### src/rtl/core/gap_pkg.sv
`timescale 1ns / 1ps
package gap_pkg;
    localparam int COORD_W   = 3;
    localparam int IDX_W     = 6;
    localparam int COST_W    = 6;
    localparam int DIR_W     = 2;
    localparam int CNT_W     = 7;
    localparam int F_W       = 7;
    localparam int MAX_CELLS = 64;

    typedef logic [COORD_W-1:0] t_coord;
    typedef logic [IDX_W-1:0]   t_idx;
    typedef logic [COST_W-1:0]  t_cost;
    typedef logic [DIR_W-1:0]   t_dir;

    localparam logic CMD_LOAD   = 1'b0;
    localparam logic CMD_SEARCH = 1'b1;

    localparam t_dir DIR_EAST  = 2'd0;
    localparam t_dir DIR_SOUTH = 2'd1;
    localparam t_dir DIR_WEST  = 2'd2;
    localparam t_dir DIR_NORTH = 2'd3;

    typedef struct packed {
        logic   cmd;
        t_coord cell_row;
        t_coord cell_col;
        logic   blocked;
        t_coord start_row;
        t_coord start_col;
        t_coord goal_row;
        t_coord goal_col;
    } t_in_item;

    typedef struct packed {
        t_coord path_row;
        t_coord path_col;
        logic   found;
        logic   last;
    } t_out_item;

    typedef struct packed {
        t_cost cost;
        t_dir  dir;
    } t_node;

    typedef struct packed {
        t_coord row;
        t_coord col;
    } t_pos;

    typedef enum logic [3:0] {
        OP_IDLE, OP_LOAD, OP_INIT, OP_SCAN_CLR, OP_SCAN, OP_PICK, OP_NB_RD, OP_NB_UPD,
        OP_GOAL_RD, OP_LEN, OP_BT_WR, OP_BT_STEP, OP_EMIT_RD, OP_EMIT_LD, OP_NF
    } t_op;

    typedef struct packed {
        t_op op;
    } t_dp_cmd;

    typedef struct packed {
        logic bad_coord;
        logic scan_done;
        logic have_best;
        logic best_is_goal;
        logic nb_last;
        logic k_zero;
        logic bt_break;
        logic emit_last;
        logic out_free;
    } t_dp_status;
endpackage

### src/rtl/core/gap_if.sv
`timescale 1ns / 1ps
interface gap_in_if import gap_pkg::*; ();
    logic     valid;
    logic     ready;
    t_in_item data;
    modport source (output valid, output data, input ready);
    modport sink (input valid, input data, output ready);
endinterface

interface gap_out_if import gap_pkg::*; ();
    logic      valid;
    logic      ready;
    t_out_item data;
    modport source (output valid, output data, input ready);
    modport sink (input valid, input data, output ready);
endinterface

### src/rtl/core/gap_ctrl.sv
`timescale 1ns / 1ps
module gap_ctrl import gap_pkg::*; (
    input  logic       i_clk,
    input  logic       i_rst_n,
    input  logic       i_in_valid,
    input  logic       i_in_cmd,
    input  t_dp_status i_status,
    output logic       o_in_ready,
    output t_dp_cmd    o_cmd
);
    typedef enum logic [13:0] {
        S_IDLE     = 14'b00000000000001,
        S_SCAN_CLR = 14'b00000000000010,
        S_SCAN     = 14'b00000000000100,
        S_PICK     = 14'b00000000001000,
        S_NB_RD    = 14'b00000000010000,
        S_NB_UPD   = 14'b00000000100000,
        S_GOAL_RD  = 14'b00000001000000,
        S_LEN      = 14'b00000010000000,
        S_BT_WR    = 14'b00000100000000,
        S_BT_STEP  = 14'b00001000000000,
        S_EMIT_RD  = 14'b00010000000000,
        S_EMIT_LD  = 14'b00100000000000,
        S_NF       = 14'b01000000000000
    } t_state;

    t_state r_state, n_state;
    logic   w_accept;

    assign o_in_ready = (r_state == S_IDLE);
    assign w_accept   = o_in_ready && i_in_valid;

    always_comb begin
        n_state  = r_state;
        o_cmd.op = OP_IDLE;
        case (r_state)
            S_IDLE: begin
                if (w_accept) begin
                    if (i_in_cmd == CMD_LOAD) begin
                        o_cmd.op = OP_LOAD;
                    end else if (i_status.bad_coord) begin
                        n_state = S_NF;
                    end else begin
                        o_cmd.op = OP_INIT;
                        n_state  = S_SCAN;
                    end
                end
            end
            S_SCAN_CLR: begin
                o_cmd.op = OP_SCAN_CLR;
                n_state  = S_SCAN;
            end
            S_SCAN: begin
                o_cmd.op = OP_SCAN;
                if (i_status.scan_done) begin
                    if (!i_status.have_best)        n_state = S_NF;
                    else if (i_status.best_is_goal) n_state = S_GOAL_RD;
                    else                            n_state = S_PICK;
                end
            end
            S_PICK: begin
                o_cmd.op = OP_PICK;
                n_state  = S_NB_RD;
            end
            S_NB_RD: begin
                o_cmd.op = OP_NB_RD;
                n_state  = S_NB_UPD;
            end
            S_NB_UPD: begin
                o_cmd.op = OP_NB_UPD;
                n_state  = i_status.nb_last ? S_SCAN_CLR : S_NB_RD;
            end
            S_GOAL_RD: begin
                o_cmd.op = OP_GOAL_RD;
                n_state  = S_LEN;
            end
            S_LEN: begin
                o_cmd.op = OP_LEN;
                n_state  = S_BT_WR;
            end
            S_BT_WR: begin
                o_cmd.op = OP_BT_WR;
                n_state  = i_status.k_zero ? S_EMIT_RD : S_BT_STEP;
            end
            S_BT_STEP: begin
                o_cmd.op = OP_BT_STEP;
                n_state  = i_status.bt_break ? S_EMIT_RD : S_BT_WR;
            end
            S_EMIT_RD: begin
                o_cmd.op = OP_EMIT_RD;
                n_state  = S_EMIT_LD;
            end
            S_EMIT_LD: begin
                o_cmd.op = OP_EMIT_LD;
                if (i_status.out_free) begin
                    n_state = i_status.emit_last ? S_IDLE : S_EMIT_RD;
                end
            end
            S_NF: begin
                o_cmd.op = OP_NF;
                if (i_status.out_free) n_state = S_IDLE;
            end
            default: n_state = S_IDLE;
        endcase
    end

    always_ff @(posedge i_clk) begin
        if (!i_rst_n) r_state <= S_IDLE;
        else          r_state <= n_state;
    end
endmodule

### src/rtl/core/gap_datapath.sv
`timescale 1ns / 1ps
module gap_datapath import gap_pkg::*; #(
    parameter int GRID_ROWS = 8,
    parameter int GRID_COLS = 8
) (
    input  logic       i_clk,
    input  logic       i_rst_n,
    input  t_dp_cmd    i_cmd,
    input  t_in_item   i_item,
    input  logic       i_out_ready,
    output t_dp_status o_status,
    output logic       o_out_valid,
    output t_out_item  o_out_item
);
    localparam int CELLS = GRID_ROWS * GRID_COLS;
    localparam logic [COORD_W:0] ROWS_L = (COORD_W+1)'(GRID_ROWS);
    localparam logic [COORD_W:0] COLS_L = (COORD_W+1)'(GRID_COLS);
    localparam t_idx             COLS_I = IDX_W'(GRID_COLS);

    t_node r_node_mem [MAX_CELLS];
    t_pos  r_pbuf_mem [MAX_CELLS];
    t_node r_node_q;
    t_pos  r_pbuf_q;

    logic [MAX_CELLS-1:0] r_occ, r_known, r_open;

    // scan pipeline
    logic [CNT_W-1:0] r_s;
    t_coord           r_sr, r_sc, r_rd_r, r_rd_c;
    t_idx             r_rd_idx;
    logic             r_rd_vld;

    logic             r_have_best;
    t_idx             r_best_idx;
    t_coord           r_best_r, r_best_c;
    logic [F_W-1:0]   r_best_f;
    t_cost            r_best_g;

    t_coord           r_goal_r, r_goal_c;
    t_idx             r_goal_idx;
    t_cost            r_g;
    t_dir             r_d;
    t_idx             r_nb_idx;
    logic             r_nb_ok;

    t_cost            r_k;
    t_idx             r_e;
    logic [CNT_W-1:0] r_len;
    t_idx             r_cur;
    t_coord           r_cur_r, r_cur_c;

    logic             r_out_vld;
    t_out_item        r_out;

    logic             w_scan_issue;
    logic [COORD_W:0] w_hr, w_hc;
    logic [F_W-1:0]   w_f;
    logic             w_better;
    t_idx             w_nb_idx;
    logic             w_nb_in;
    logic             w_bt_ok;
    t_idx             w_prev_idx;
    t_coord           w_prev_r, w_prev_c;
    logic             w_out_free;
    logic             w_out_load;
    logic             w_emit_last;
    t_idx             w_start_idx, w_goal_idx;

    assign w_scan_issue = (r_s < CNT_W'(CELLS));
    assign w_out_free   = !r_out_vld || i_out_ready;
    assign w_out_load   = ((i_cmd.op == OP_EMIT_LD) || (i_cmd.op == OP_NF)) && w_out_free;
    assign w_emit_last  = ((CNT_W'(r_e) + 1'b1) == r_len);
    assign w_start_idx  = IDX_W'(i_item.start_row) * COLS_I + IDX_W'(i_item.start_col);
    assign w_goal_idx   = IDX_W'(i_item.goal_row) * COLS_I + IDX_W'(i_item.goal_col);

    always_comb begin
        w_hr = (r_rd_r > r_goal_r) ? {1'b0, r_rd_r - r_goal_r} : {1'b0, r_goal_r - r_rd_r};
        w_hc = (r_rd_c > r_goal_c) ? {1'b0, r_rd_c - r_goal_c} : {1'b0, r_goal_c - r_rd_c};
        w_f  = F_W'(r_node_q.cost) + F_W'(w_hr) + F_W'(w_hc);
        w_better = !r_have_best || (w_f < r_best_f)
                   || ((w_f == r_best_f) && (r_node_q.cost > r_best_g));
    end

    always_comb begin
        w_nb_idx = r_best_idx;
        w_nb_in  = 1'b0;
        case (r_d)
            DIR_EAST: begin
                w_nb_in  = ({1'b0, r_best_c} + 1'b1) < COLS_L;
                w_nb_idx = r_best_idx + 1'b1;
            end
            DIR_SOUTH: begin
                w_nb_in  = ({1'b0, r_best_r} + 1'b1) < ROWS_L;
                w_nb_idx = r_best_idx + COLS_I;
            end
            DIR_WEST: begin
                w_nb_in  = (r_best_c != '0);
                w_nb_idx = r_best_idx - 1'b1;
            end
            DIR_NORTH: begin
                w_nb_in  = (r_best_r != '0);
                w_nb_idx = r_best_idx - COLS_I;
            end
            default: w_nb_in = 1'b0;
        endcase
    end

    // step back against the direction that reached the current cell
    always_comb begin
        w_bt_ok    = 1'b0;
        w_prev_idx = r_cur;
        w_prev_r   = r_cur_r;
        w_prev_c   = r_cur_c;
        case (r_node_q.dir)
            DIR_EAST: begin
                w_bt_ok    = (r_cur_c != '0);
                w_prev_idx = r_cur - 1'b1;
                w_prev_c   = r_cur_c - 1'b1;
            end
            DIR_SOUTH: begin
                w_bt_ok    = (r_cur_r != '0);
                w_prev_idx = r_cur - COLS_I;
                w_prev_r   = r_cur_r - 1'b1;
            end
            DIR_WEST: begin
                w_bt_ok    = ({1'b0, r_cur_c} + 1'b1) < COLS_L;
                w_prev_idx = r_cur + 1'b1;
                w_prev_c   = r_cur_c + 1'b1;
            end
            DIR_NORTH: begin
                w_bt_ok    = ({1'b0, r_cur_r} + 1'b1) < ROWS_L;
                w_prev_idx = r_cur + COLS_I;
                w_prev_r   = r_cur_r + 1'b1;
            end
            default: w_bt_ok = 1'b0;
        endcase
    end

    always_comb begin
        o_status.bad_coord    = ({1'b0, i_item.start_row} >= ROWS_L)
                              || ({1'b0, i_item.start_col} >= COLS_L)
                              || ({1'b0, i_item.goal_row} >= ROWS_L)
                              || ({1'b0, i_item.goal_col} >= COLS_L);
        o_status.scan_done    = !w_scan_issue && !r_rd_vld;
        o_status.have_best    = r_have_best;
        o_status.best_is_goal = (r_best_idx == r_goal_idx);
        o_status.nb_last      = (r_d == DIR_NORTH);
        o_status.k_zero       = (r_k == '0);
        o_status.bt_break     = !w_bt_ok;
        o_status.emit_last    = w_emit_last;
        o_status.out_free     = w_out_free;
    end

    // node store: cost and parent direction
    always_ff @(posedge i_clk) begin
        case (i_cmd.op)
            OP_INIT: r_node_mem[w_start_idx] <= '{cost: '0, dir: DIR_EAST};
            OP_NB_UPD: begin
                if (r_nb_ok && (!r_known[r_nb_idx] || (r_g < r_node_q.cost))) begin
                    r_node_mem[r_nb_idx] <= '{cost: r_g, dir: r_d};
                end
            end
            default: ;
        endcase
        case (i_cmd.op)
            OP_SCAN:    if (w_scan_issue) r_node_q <= r_node_mem[r_s[IDX_W-1:0]];
            OP_NB_RD:   r_node_q <= r_node_mem[w_nb_idx];
            OP_GOAL_RD: r_node_q <= r_node_mem[r_goal_idx];
            OP_BT_WR:   r_node_q <= r_node_mem[r_cur];
            default: ;
        endcase
    end

    always_ff @(posedge i_clk) begin
        if (i_cmd.op == OP_BT_WR) r_pbuf_mem[r_k] <= '{row: r_cur_r, col: r_cur_c};
        if (i_cmd.op == OP_EMIT_RD) r_pbuf_q <= r_pbuf_mem[r_e];
    end

    always_ff @(posedge i_clk) begin
        if (!i_rst_n) begin
            r_occ       <= '0;
            r_known     <= '0;
            r_open      <= '0;
            r_rd_vld    <= 1'b0;
            r_have_best <= 1'b0;
            r_s         <= '0;
            r_out_vld   <= 1'b0;
        end else begin
            if (r_out_vld && i_out_ready && !w_out_load) r_out_vld <= 1'b0;
            case (i_cmd.op)
                OP_LOAD: begin
                    if (({1'b0, i_item.cell_row} < ROWS_L) && ({1'b0, i_item.cell_col} < COLS_L))
                        r_occ[IDX_W'(i_item.cell_row) * COLS_I + IDX_W'(i_item.cell_col)]
                            <= i_item.blocked;
                end
                OP_INIT: begin
                    r_known     <= {{(MAX_CELLS-1){1'b0}}, 1'b1} << w_start_idx;
                    r_open      <= {{(MAX_CELLS-1){1'b0}}, 1'b1} << w_start_idx;
                    r_goal_r    <= i_item.goal_row;
                    r_goal_c    <= i_item.goal_col;
                    r_goal_idx  <= w_goal_idx;
                    r_s         <= '0;
                    r_sr        <= '0;
                    r_sc        <= '0;
                    r_rd_vld    <= 1'b0;
                    r_have_best <= 1'b0;
                end
                OP_SCAN_CLR: begin
                    r_s         <= '0;
                    r_sr        <= '0;
                    r_sc        <= '0;
                    r_rd_vld    <= 1'b0;
                    r_have_best <= 1'b0;
                end
                OP_SCAN: begin
                    r_rd_vld <= w_scan_issue;
                    r_rd_idx <= r_s[IDX_W-1:0];
                    r_rd_r   <= r_sr;
                    r_rd_c   <= r_sc;
                    if (w_scan_issue) begin
                        r_s <= r_s + 1'b1;
                        if ({1'b0, r_sc} == COLS_L - 1'b1) begin
                            r_sc <= '0;
                            r_sr <= r_sr + 1'b1;
                        end else begin
                            r_sc <= r_sc + 1'b1;
                        end
                    end
                    if (r_rd_vld && r_open[r_rd_idx] && w_better) begin
                        r_have_best <= 1'b1;
                        r_best_idx  <= r_rd_idx;
                        r_best_r    <= r_rd_r;
                        r_best_c    <= r_rd_c;
                        r_best_f    <= w_f;
                        r_best_g    <= r_node_q.cost;
                    end
                end
                OP_PICK: begin
                    r_open[r_best_idx] <= 1'b0;
                    r_g                <= r_best_g + 1'b1;
                    r_d                <= DIR_EAST;
                end
                OP_NB_RD: begin
                    r_nb_idx <= w_nb_idx;
                    r_nb_ok  <= w_nb_in && !r_occ[w_nb_idx];
                end
                OP_NB_UPD: begin
                    if (r_nb_ok && (!r_known[r_nb_idx] || (r_g < r_node_q.cost))) begin
                        r_known[r_nb_idx] <= 1'b1;
                        r_open[r_nb_idx]  <= 1'b1;
                    end
                    r_d <= r_d + 1'b1;
                end
                OP_LEN: begin
                    r_len   <= CNT_W'(r_node_q.cost) + 1'b1;
                    r_k     <= r_node_q.cost;
                    r_e     <= '0;
                    r_cur   <= r_goal_idx;
                    r_cur_r <= r_goal_r;
                    r_cur_c <= r_goal_c;
                end
                OP_BT_STEP: begin
                    if (w_bt_ok) begin
                        r_cur   <= w_prev_idx;
                        r_cur_r <= w_prev_r;
                        r_cur_c <= w_prev_c;
                        r_k     <= r_k - 1'b1;
                    end
                end
                OP_EMIT_LD: begin
                    if (w_out_free) begin
                        r_out_vld <= 1'b1;
                        r_out     <= '{path_row: r_pbuf_q.row, path_col: r_pbuf_q.col,
                                       found: 1'b1, last: w_emit_last};
                        r_e       <= r_e + 1'b1;
                    end
                end
                OP_NF: begin
                    if (w_out_free) begin
                        r_out_vld <= 1'b1;
                        r_out     <= '{path_row: '0, path_col: '0, found: 1'b0, last: 1'b1};
                    end
                end
                default: ;
            endcase
        end
    end

    assign o_out_valid = r_out_vld;
    assign o_out_item  = r_out;
endmodule

### src/rtl/core/grid_astar_path_search.sv
`timescale 1ns / 1ps
// load beat: no result; search: each expansion scans all cells through the node store
// read port, then takes the pick, the four neighbours and the scan restart; once the goal
// is picked the path is walked back from the goal and emitted one cell at a time. a new
// beat is taken once the last result of the previous search sits in the output register.
// synchronous active-low reset marks every grid cell free and empties the output register.
module grid_astar_path_search import gap_pkg::*; #(
    parameter int GRID_ROWS = 8,
    parameter int GRID_COLS = 8
) (
    input  logic      i_clk,
    input  logic      i_rst_n,
    gap_in_if.sink    i_in,
    gap_out_if.source o_out
);
    t_dp_cmd    w_cmd;
    t_dp_status w_status;

    gap_ctrl u_ctrl (
        .i_clk      (i_clk),
        .i_rst_n    (i_rst_n),
        .i_in_valid (i_in.valid),
        .i_in_cmd   (i_in.data.cmd),
        .i_status   (w_status),
        .o_in_ready (i_in.ready),
        .o_cmd      (w_cmd)
    );

    gap_datapath #(
        .GRID_ROWS (GRID_ROWS),
        .GRID_COLS (GRID_COLS)
    ) u_datapath (
        .i_clk       (i_clk),
        .i_rst_n     (i_rst_n),
        .i_cmd       (w_cmd),
        .i_item      (i_in.data),
        .i_out_ready (o_out.ready),
        .o_status    (w_status),
        .o_out_valid (o_out.valid),
        .o_out_item  (o_out.data)
    );
endmodule
### src/flat_wrapper.sv
// flat-port wrapper written by rule: the top's interface ports become plain ports
module grid_astar_path_search_flat import gap_pkg::*;
#(
    parameter int GRID_ROWS = 8,
    parameter int GRID_COLS = 8
)
  (i_clk, i_rst_n, i_in_valid, i_in_data, i_in_ready, o_out_valid, o_out_data, o_out_ready);
  gap_in_if i_in_i ();
  gap_out_if o_out_i ();
  input  logic i_clk;
  input  logic i_rst_n;
  input wire logic [$bits(i_in_i.valid)-1:0] i_in_valid;
  input wire logic [$bits(i_in_i.data)-1:0] i_in_data;
  output wire logic [$bits(i_in_i.ready)-1:0] i_in_ready;
  output wire logic [$bits(o_out_i.valid)-1:0] o_out_valid;
  output wire logic [$bits(o_out_i.data)-1:0] o_out_data;
  input wire logic [$bits(o_out_i.ready)-1:0] o_out_ready;
  assign i_in_i.valid = i_in_valid;
  assign i_in_i.data = i_in_data;
  assign i_in_ready = i_in_i.ready;
  assign o_out_valid = o_out_i.valid;
  assign o_out_data = o_out_i.data;
  assign o_out_i.ready = o_out_ready;
  grid_astar_path_search #(.GRID_ROWS(GRID_ROWS), .GRID_COLS(GRID_COLS)) u_core (.i_clk(i_clk), .i_rst_n(i_rst_n), .i_in(i_in_i), .o_out(o_out_i));
endmodule
### config.mk
export PLATFORM = sky130hd
export DESIGN_NAME = grid_astar_path_search_flat
export DESIGN_NICKNAME = d
export VERILOG_FILES = /design/src/rtl/core/gap_pkg.sv /design/src/rtl/core/gap_if.sv /design/src/rtl/core/gap_ctrl.sv /design/src/rtl/core/gap_datapath.sv /design/src/rtl/core/grid_astar_path_search.sv /design/src/flat_wrapper.sv
export SDC_FILE = /design/constraint.sdc
export NUM_CORES = 2
export LEC_CHECK = 0
export ABC_AREA = 0
export BUFFER_PORTS_ARGS = -buffer_cell sky130_fd_sc_hd__clkbuf_2
export CAP_MARGIN = 20
export CORE_MARGIN = 2
export CORE_UTILIZATION = 35
export CTS_CLUSTER_SIZE = 24
export DETAILED_ROUTE_END_ITERATION = 10
export HOLD_SLACK_MARGIN = 0.08
export SLEW_MARGIN = 20
export SYNTH_ARGS = -nofsm -noshare
export SYNTH_HDL_FRONTEND = slang
export SYNTH_SLANG_ARGS = --single-unit
### constraint.sdc
create_clock -name i_clk -period 6.2 [get_ports i_clk]
set_clock_uncertainty 0.2 [all_clocks]
set_input_delay 1.24 -clock i_clk [delete_from_list [all_inputs] [get_ports i_clk]]
set_output_delay 1.24 -clock i_clk [all_outputs]
set_load 0.01 [all_outputs]
Word-level counts from Yosys, hierarchy flattened:

Memory sizes are Yosys's and may differ from the RTL's. A register that Yosys moved wholly into a read port is not among the register bits.
Index checks and enable logic that the tools add are counted.

* add/sub/neg operators: 34
* $lt $le $gt $ge: 18
* equal/unequal tests: 51
* shift operators: 1
* muxes and demuxes: 84
* bitwise operators: 4
* reduce and logical (&&, ||, !) cells: 63

Operator list (count)
* $pmux W64 S3: 1
* $pmux W14 S13: 1
* $mux W64: 2
* $or A64 B64 Y64: 2
* $pmux W64 S2: 1
* $mux W14: 5
* $and A64 B64 Y64: 1
* $bwmux W64: 1
* $not A64 Y64: 1
* $shl A1 B6 Y64 const A: 1
* $pmux W4 S13: 1
* $mux W6: 8
* $pmux W6 S4: 2
* $pmux W3 S2: 6
* $pmux W6 S2: 3
* $lt A6 B7 Y1 const B: 5
* $mux W11: 3
* $mux W8: 4
* $pmux W8 S4: 1
* $eq A4 B4 Y1 const B: 7
* $add A6 B1 Y6 const B: 4
* $mux W3: 8
* $ne A2 B2 Y1 const B: 11
* $reduce_and A2 Y1: 11
* 68 further kinds: 165

* register bits: 333
* memory bits (writable): 896
* input port bits: 24
* output and inout port bits: 10
* word-level logic and storage cells: 294
* memories: 2

Memories
* u_core.u_datapath.r_node_mem: depth 64, width 8, rd ports 4, clocked after Yosys merged registers in 3, wr ports 1, RTL line gap_datapath.sv:20 `t_node r_node_mem [MAX_CELLS];`
* u_core.u_datapath.r_pbuf_mem: depth 64, width 6, rd ports 1, clocked after Yosys merged registers in 1, wr ports 1, RTL line gap_datapath.sv:21 `t_pos r_pbuf_mem [MAX_CELLS];`

Logic depth before layout (Yosys ltp):

* depth in word-level cells: 12
* mapped depth: 21
* gate-level depth less buffers: 21

Modules after synthesis:

From an unflattened synthesis, not the netlist that was laid out.

* cells, all modules: 5348
* area total of the unflattened synthesis: 67384.6 um^2

Modules (own cells, without submodules)
* gap_datapath: times used 1, cells each 5213, area an instance 66354.9 um^2, seq. area each 34823.4 um^2
* gap_ctrl: times used 1, cells each 135, area an instance 1029.7 um^2, seq. area each 260.2 um^2

Worst setup path after synthesis:

No wires, ideal clock.

* path type: reg2reg
* start: register u_core.u_datapath.r_rd_r[1]
* end: register u_core.u_datapath.r_best_c[0] (enable)
* library setup time: 384 ps
* arrival: 4393 ps
* required time: 5616 ps
* path slack: 1223 ps
* stages on the path, launching flop included: 19
* buffers on the path: 0
* clock period less this slack: 4977 ps
* path through: edfxtp_1 -> inv_1 -> ha_1 -> a21o_1 -> a21oi_1 -> a31oi_1 -> mux2_2 -> fa_1 -> ha_1 -> fa_1 -> a21oi_1 -> nor2_1 -> xnor2_1 -> ha_1 -> nand3_1 -> nor3_1 -> o21ai_0 -> a21oi_1 -> o2111a_1

* word-level cells in the longest chain between the ends: 9
* elaborated cells on any way between the ends: 13
* those cells by class: add/sub (4); order compare (2); eq/ne (1); mux (1); reduce/logical (5)

Ends and longest elaborated chain
* start: declaration: RTL line gap_datapath.sv:29 `t_coord r_sr, r_sc, r_rd_r, r_rd_c;`
* start signal: assignment: RTL line gap_datapath.sv:218 `r_rd_r <= r_sr;`
* $sub A3 B3 Y3 / $gt A3 B3 Y1 (equally long branches): RTL line gap_datapath.sv:77 `w_hr = (r_rd_r > r_goal_r) ? {1'b0, r_rd_r - r_goal_r} : {1'b0, r_goal_r - r_rd_r};`
* $mux W3 (*): RTL line gap_datapath.sv:77
* $add A6 B3 Y7 (*): RTL line gap_datapath.sv:79 `w_f = F_W'(r_node_q.cost) + F_W'(w_hr) + F_W'(w_hc);`
* $add A7 B3 Y7 (*): RTL line gap_datapath.sv:79
* via u_core.u_datapath.w_f[5]: RTL line gap_datapath.sv:57 `logic [F_W-1:0] w_f;`
* $lt A7 B7 Y1 / $eq A7 B7 Y1 (equally long branches): RTL line gap_datapath.sv:80, gap_datapath.sv:81
* $logic_or A1 B1 Y1 / $logic_and A1 B1 Y1 (equally long branches): RTL line gap_datapath.sv:80, gap_datapath.sv:81
* $logic_or A1 B1 Y1 (*): RTL line gap_datapath.sv:81 `|| ((w_f == r_best_f) && (r_node_q.cost > r_best_g));`
* $logic_and A1 B1 Y1 (*): RTL line gap_datapath.sv:229 `if (r_rd_vld && r_open[r_rd_idx] && w_better) begin`
* $reduce_and A3 Y1 (no line) (*)
* end signal: assignment: RTL line gap_datapath.sv:233 `r_best_c <= r_rd_c;`
* end: declaration: RTL line gap_datapath.sv:35 `t_coord r_best_r, r_best_c;`

Mark *: on every way through the listed nets, which the timed path passes. The rest lies on a longest branch.
A chain may end at the register's enable or synchronous reset.

Worst setup path after layout:

* start: register u_core.u_datapath.r_rd_c[1]
* end: register u_core.u_datapath.r_best_g[4] (enable)

* word-level cells in the longest chain between the ends: 8
* elaborated cells on any way between the ends: 12
* those cells by class: add/sub (3); order compare (2); eq/ne (1); mux (1); reduce/logical (5)

Ends and longest elaborated chain
* start: declaration: RTL line gap_datapath.sv:29
* start signal: assignment: RTL line gap_datapath.sv:219 `r_rd_c <= r_sc;`
* $sub A3 B3 Y3 / $gt A3 B3 Y1 (equally long branches): RTL line gap_datapath.sv:78 `w_hc = (r_rd_c > r_goal_c) ? {1'b0, r_rd_c - r_goal_c} : {1'b0, r_goal_c - r_rd_c};`
* $mux W3 (*): RTL line gap_datapath.sv:78
* $add A7 B3 Y7 (*): RTL line gap_datapath.sv:79
* via u_core.u_datapath.w_f[5]: RTL line gap_datapath.sv:57
* $lt A7 B7 Y1 / $eq A7 B7 Y1 (equally long branches): RTL line gap_datapath.sv:80, gap_datapath.sv:81
* $logic_or A1 B1 Y1 / $logic_and A1 B1 Y1 (equally long branches): RTL line gap_datapath.sv:80, gap_datapath.sv:81
* $logic_or A1 B1 Y1 (*): RTL line gap_datapath.sv:81
* $logic_and A1 B1 Y1 (*): RTL line gap_datapath.sv:229
* $reduce_and A3 Y1 (no line) (*)
* end signal: assignment: RTL line gap_datapath.sv:235 `r_best_g <= r_node_q.cost;`
* end: declaration: RTL line gap_datapath.sv:37 `t_cost r_best_g;`

Marked as above.

==> reports/results.ini <==
[routing]
drc=0
antenna_left=0
initialDrtViolationCount=7422
wl_um=226000
viasPerCell=6.35
drtPass1Iterations=6
vias=49400
wire_per_inst_um=29.0

[sta]
period_share_pct=87.7
slew_violations=0
hold_violations=0
tightest_slew_ns=1.25
grt_setup_unrepaired=no
period_needed_ns=5.44
timing.fmax_ghz=0.184
setup_viol=0
relSlewSlack_pct=16.2
timing.setup.tns_ns=0

[setup_path]
crit_type=reg2reg
end_kind=register
rr_endpoint=u_core.u_datapath.r_best_g[4]
r2r-start=u_core.u_datapath.r_rd_c[1]
rrSetupSlack_ns=0.76
cp.arrival_ns=5.68
critPathRequiredTime_ns=6.44
endpoint=u_core.u_datapath.r_best_g[4]
r2r_cells=19
worstSetupStartpointType=register
cp-startpoint=u_core.u_datapath.r_rd_c[1]
crit_fanout=23

[layout]
area_growth_pct=11.7
layout-drive-gt1-share_pct=22.2
fill_cells=17700
finalNonFillerCells=7786
fin_nets=5230
final_core_util_pct=39.4

[clock_tree]
cts_tree=done
numCtsBuffers=140
cts_hold_buf=0
post_cts_buffers=0
cts_max_level=4
root_buffer=clkbuf_16
cts_sinks=1246
cts_buffer_depth=3
path_clk_slew_ns=0.06
worstSkewPairLatency_ns=0.81
post_cts_resize_count=0

[run]
maxCapViolations=0

[floorplanning]
die_y_um=445
fp.coreArea_um2=193000
die_width_um=445
pin_count=34
start_util_pct=35.3
rows=161
die_area_um2=198000

[synth]
synth_area_um2=68000
yosys.area.top_type=edfxtp_1
synth-async-reset-ratio_pct=0
synth-edff-count=1013
syn-num-nets=5346
yosys-top-cells-area=edfxtp_1 (45%), mux4_2 (21%), dfxtp_1 (6.9%)
synth_area_per_cell_um2=12.9
syn-instance-count=5255
synth_common_cells=edfxtp_1 (1013), nand2_1 (731), mux4_2 (634)
ys_seq_area_share_pct=51.6
yosysMostFrequentCell=edfxtp_1
synth_top_area_share_pct=44.7
ys_types=85
ys_warn_count=0
synth_ff_type=edfxtp_1
ys_seq_elements=1246

[outcome]
outcome=finished, final reports clean

[power_and_ir_drop]
p_comb_share_pct=6.9
p_leak_uw=0.0260
ir_drop_mv=0.240
p_seq_share_pct=48.4
p_int_uw=14600
p_per_area_nw_per_um2=253
power.total_uw=19200
clock_power_share_pct=44.7
power.switching_uw=4620
p_sw_share_pct=24.1

[min_path]
min_path_cells=0
hp-class=reg2reg

[global_routing]
grt_pass1_vias=46700
overflow=0
grt_max_degree=155
antenna_found_initial=12
grt_usage_pct=22.3
grt_pass1_wl_um=328000

[place]
dp.cells=7520
gp_congestion=0.941
io_buffer_count=33
hpwl_um=143000

## how the worst min path moves through the flow
stage,startpoint,to
3_3_place_gp,u_core.u_datapath.r_rd_c[2],u_core.u_datapath.r_best_c[2]
2_1_floorplan,u_core.u_datapath.r_rd_idx[0],u_core.u_datapath.r_best_idx[0]
3_5_place_dp,u_core.u_datapath.r_rd_r[2],u_core.u_datapath.r_best_r[2]
4_1_cts,u_core.u_datapath.r_rd_c[2],u_core.u_datapath.r_best_c[2]
5_1_grt,u_core.u_datapath.r_rd_c[2],u_core.u_datapath.r_best_c[2]
6_report,u_core.u_datapath.r_rd_c[2],u_core.u_datapath.r_best_c[2]
## power by group through the flow
| stage | Sequential (uW) | Clock, uW | Combinational [uW] |
|---|---|---|---|
| 2_1_floorplan | 9330 | 0 | 997 |
| 3_3_place_gp | 9450 | 0 | 1290 |
| 3_5_place_dp | 9450 | 0 | 1310 |
| 4_1_cts | 9280 | 8690 | 1310 |
| 5_1_grt | 9290 | 9020 | 1430 |
| 6_report | 9290 | 8580 | 1330 |
## cells in the final DEF (no fill, tap or decap), drive strengths merged, types with 17 or more instances in the layout
cell,Yosys,final
nor2b,34,34
ha,53,53
o211ai,52,52
xor2,25,25
nand2b,21,21
o211a,62,62
nor3,37,37
mux2i,78,78
a21oi,255,255
o21ai,197,197
and2,32,32
xnor2,34,34
nand3,270,270
o221a,64,64
clkbuf,296,212
mux2,22,22
clkinv,1,46
or3,35,35
a311o,32,32
dfxtp,233,233
edfxtp,1013,1013
mux4,634,634
a211oi,18,18
a311oi,46,46
and3,119,119
nand4,63,63
a22oi,17,17
nand2,731,731
buf,165,171
nor2,351,351
inv,56,64
## critical path, stage by stage, from the launching register on
cell	delay, ns
edfxtp_1	0.45
inv_1	0.12
ha_1	0.31
a21o_1	0.12
a21oi_1	0.07
a31oi_1	0.27
mux2i_1	0.33
fa_1	0.48
ha_1	0.23
fa_1	0.46
a21oi_1	0.16
nor2_1	0.07
xnor2_1	0.16
ha_1	0.32
nand3_1	0.09
nor3_1	0.21
o21ai_0	0.11
a21oi_1	0.17
o2111a_1	0.35
buf_4	0.39
## cell type report
type / instances / area (um2) / area share, %
Tap cell: 2526 / 3160 / 4.16
Multi-Input combinational cell: 3491 / 31000 / 40.8
Inverter: 57 / 226 / 0.298
Antenna cell: 7 / 17.5 / 0.0230
Timing Repair Buffer: 203 / 1730 / 2.27
Clock buffer: 180 / 3770 / 4.96
Sequential cell: 1246 / 35100 / 46.2
Clock inverter: 76 / 953 / 1.25
## per-layer routing
metal / track usage (%) / vias to the layer above / wire, um
met3: 5.79 / 585 / 27100
met4: 9.22 / 2 / 10100
met1: 31.0 / 25000 / 88800
met5: 0 / - / 16
met2: 33.0 / 3394 / 99700
li1: - / 20500 / -
## flip-flops by register name (all words and copies together) (netlist names), 8 cells and up, named ones only
signal                        flops
u_core.u_datapath.o_out_item      8
u_core.u_datapath.r_known        64
u_core.u_datapath.r_pbuf_mem    384
u_core.u_datapath.r_node_mem    512
u_core.u_ctrl.r_state            13
u_core.u_datapath.r_occ          64
u_core.u_datapath.r_open         64
u_core.u_datapath.r_node_q        8
## per-stage QoR
step / area, um2 / hold WS, ns / worst slack, ns
after floorplan: 68000 / 0.221 / 1.22
after global placement: 71200 / 0.239 / 0.958
after detailed placement: 71200 / 0.259 / 0.860
after CTS: 75900 / 0.264 / 0.812
after global routing: 76000 / 0.281 / 0.442
final: 76000 / 0.267 / 0.765
## kinds of logic after synthesis
kind of cell	after synthesis	share of synthesized area [%]
AND/OR/NAND/NOR	1773	12.0
adder cells (fa/ha/maj)	67	1.39
buffers and inverters	518	3.10
multiplexers	734	22.5
flip-flops	1246	51.6
XOR/XNOR	59	0.760
AO/OA/AOI/OAI	858	8.71
Power figures use the tool's default switching activity.
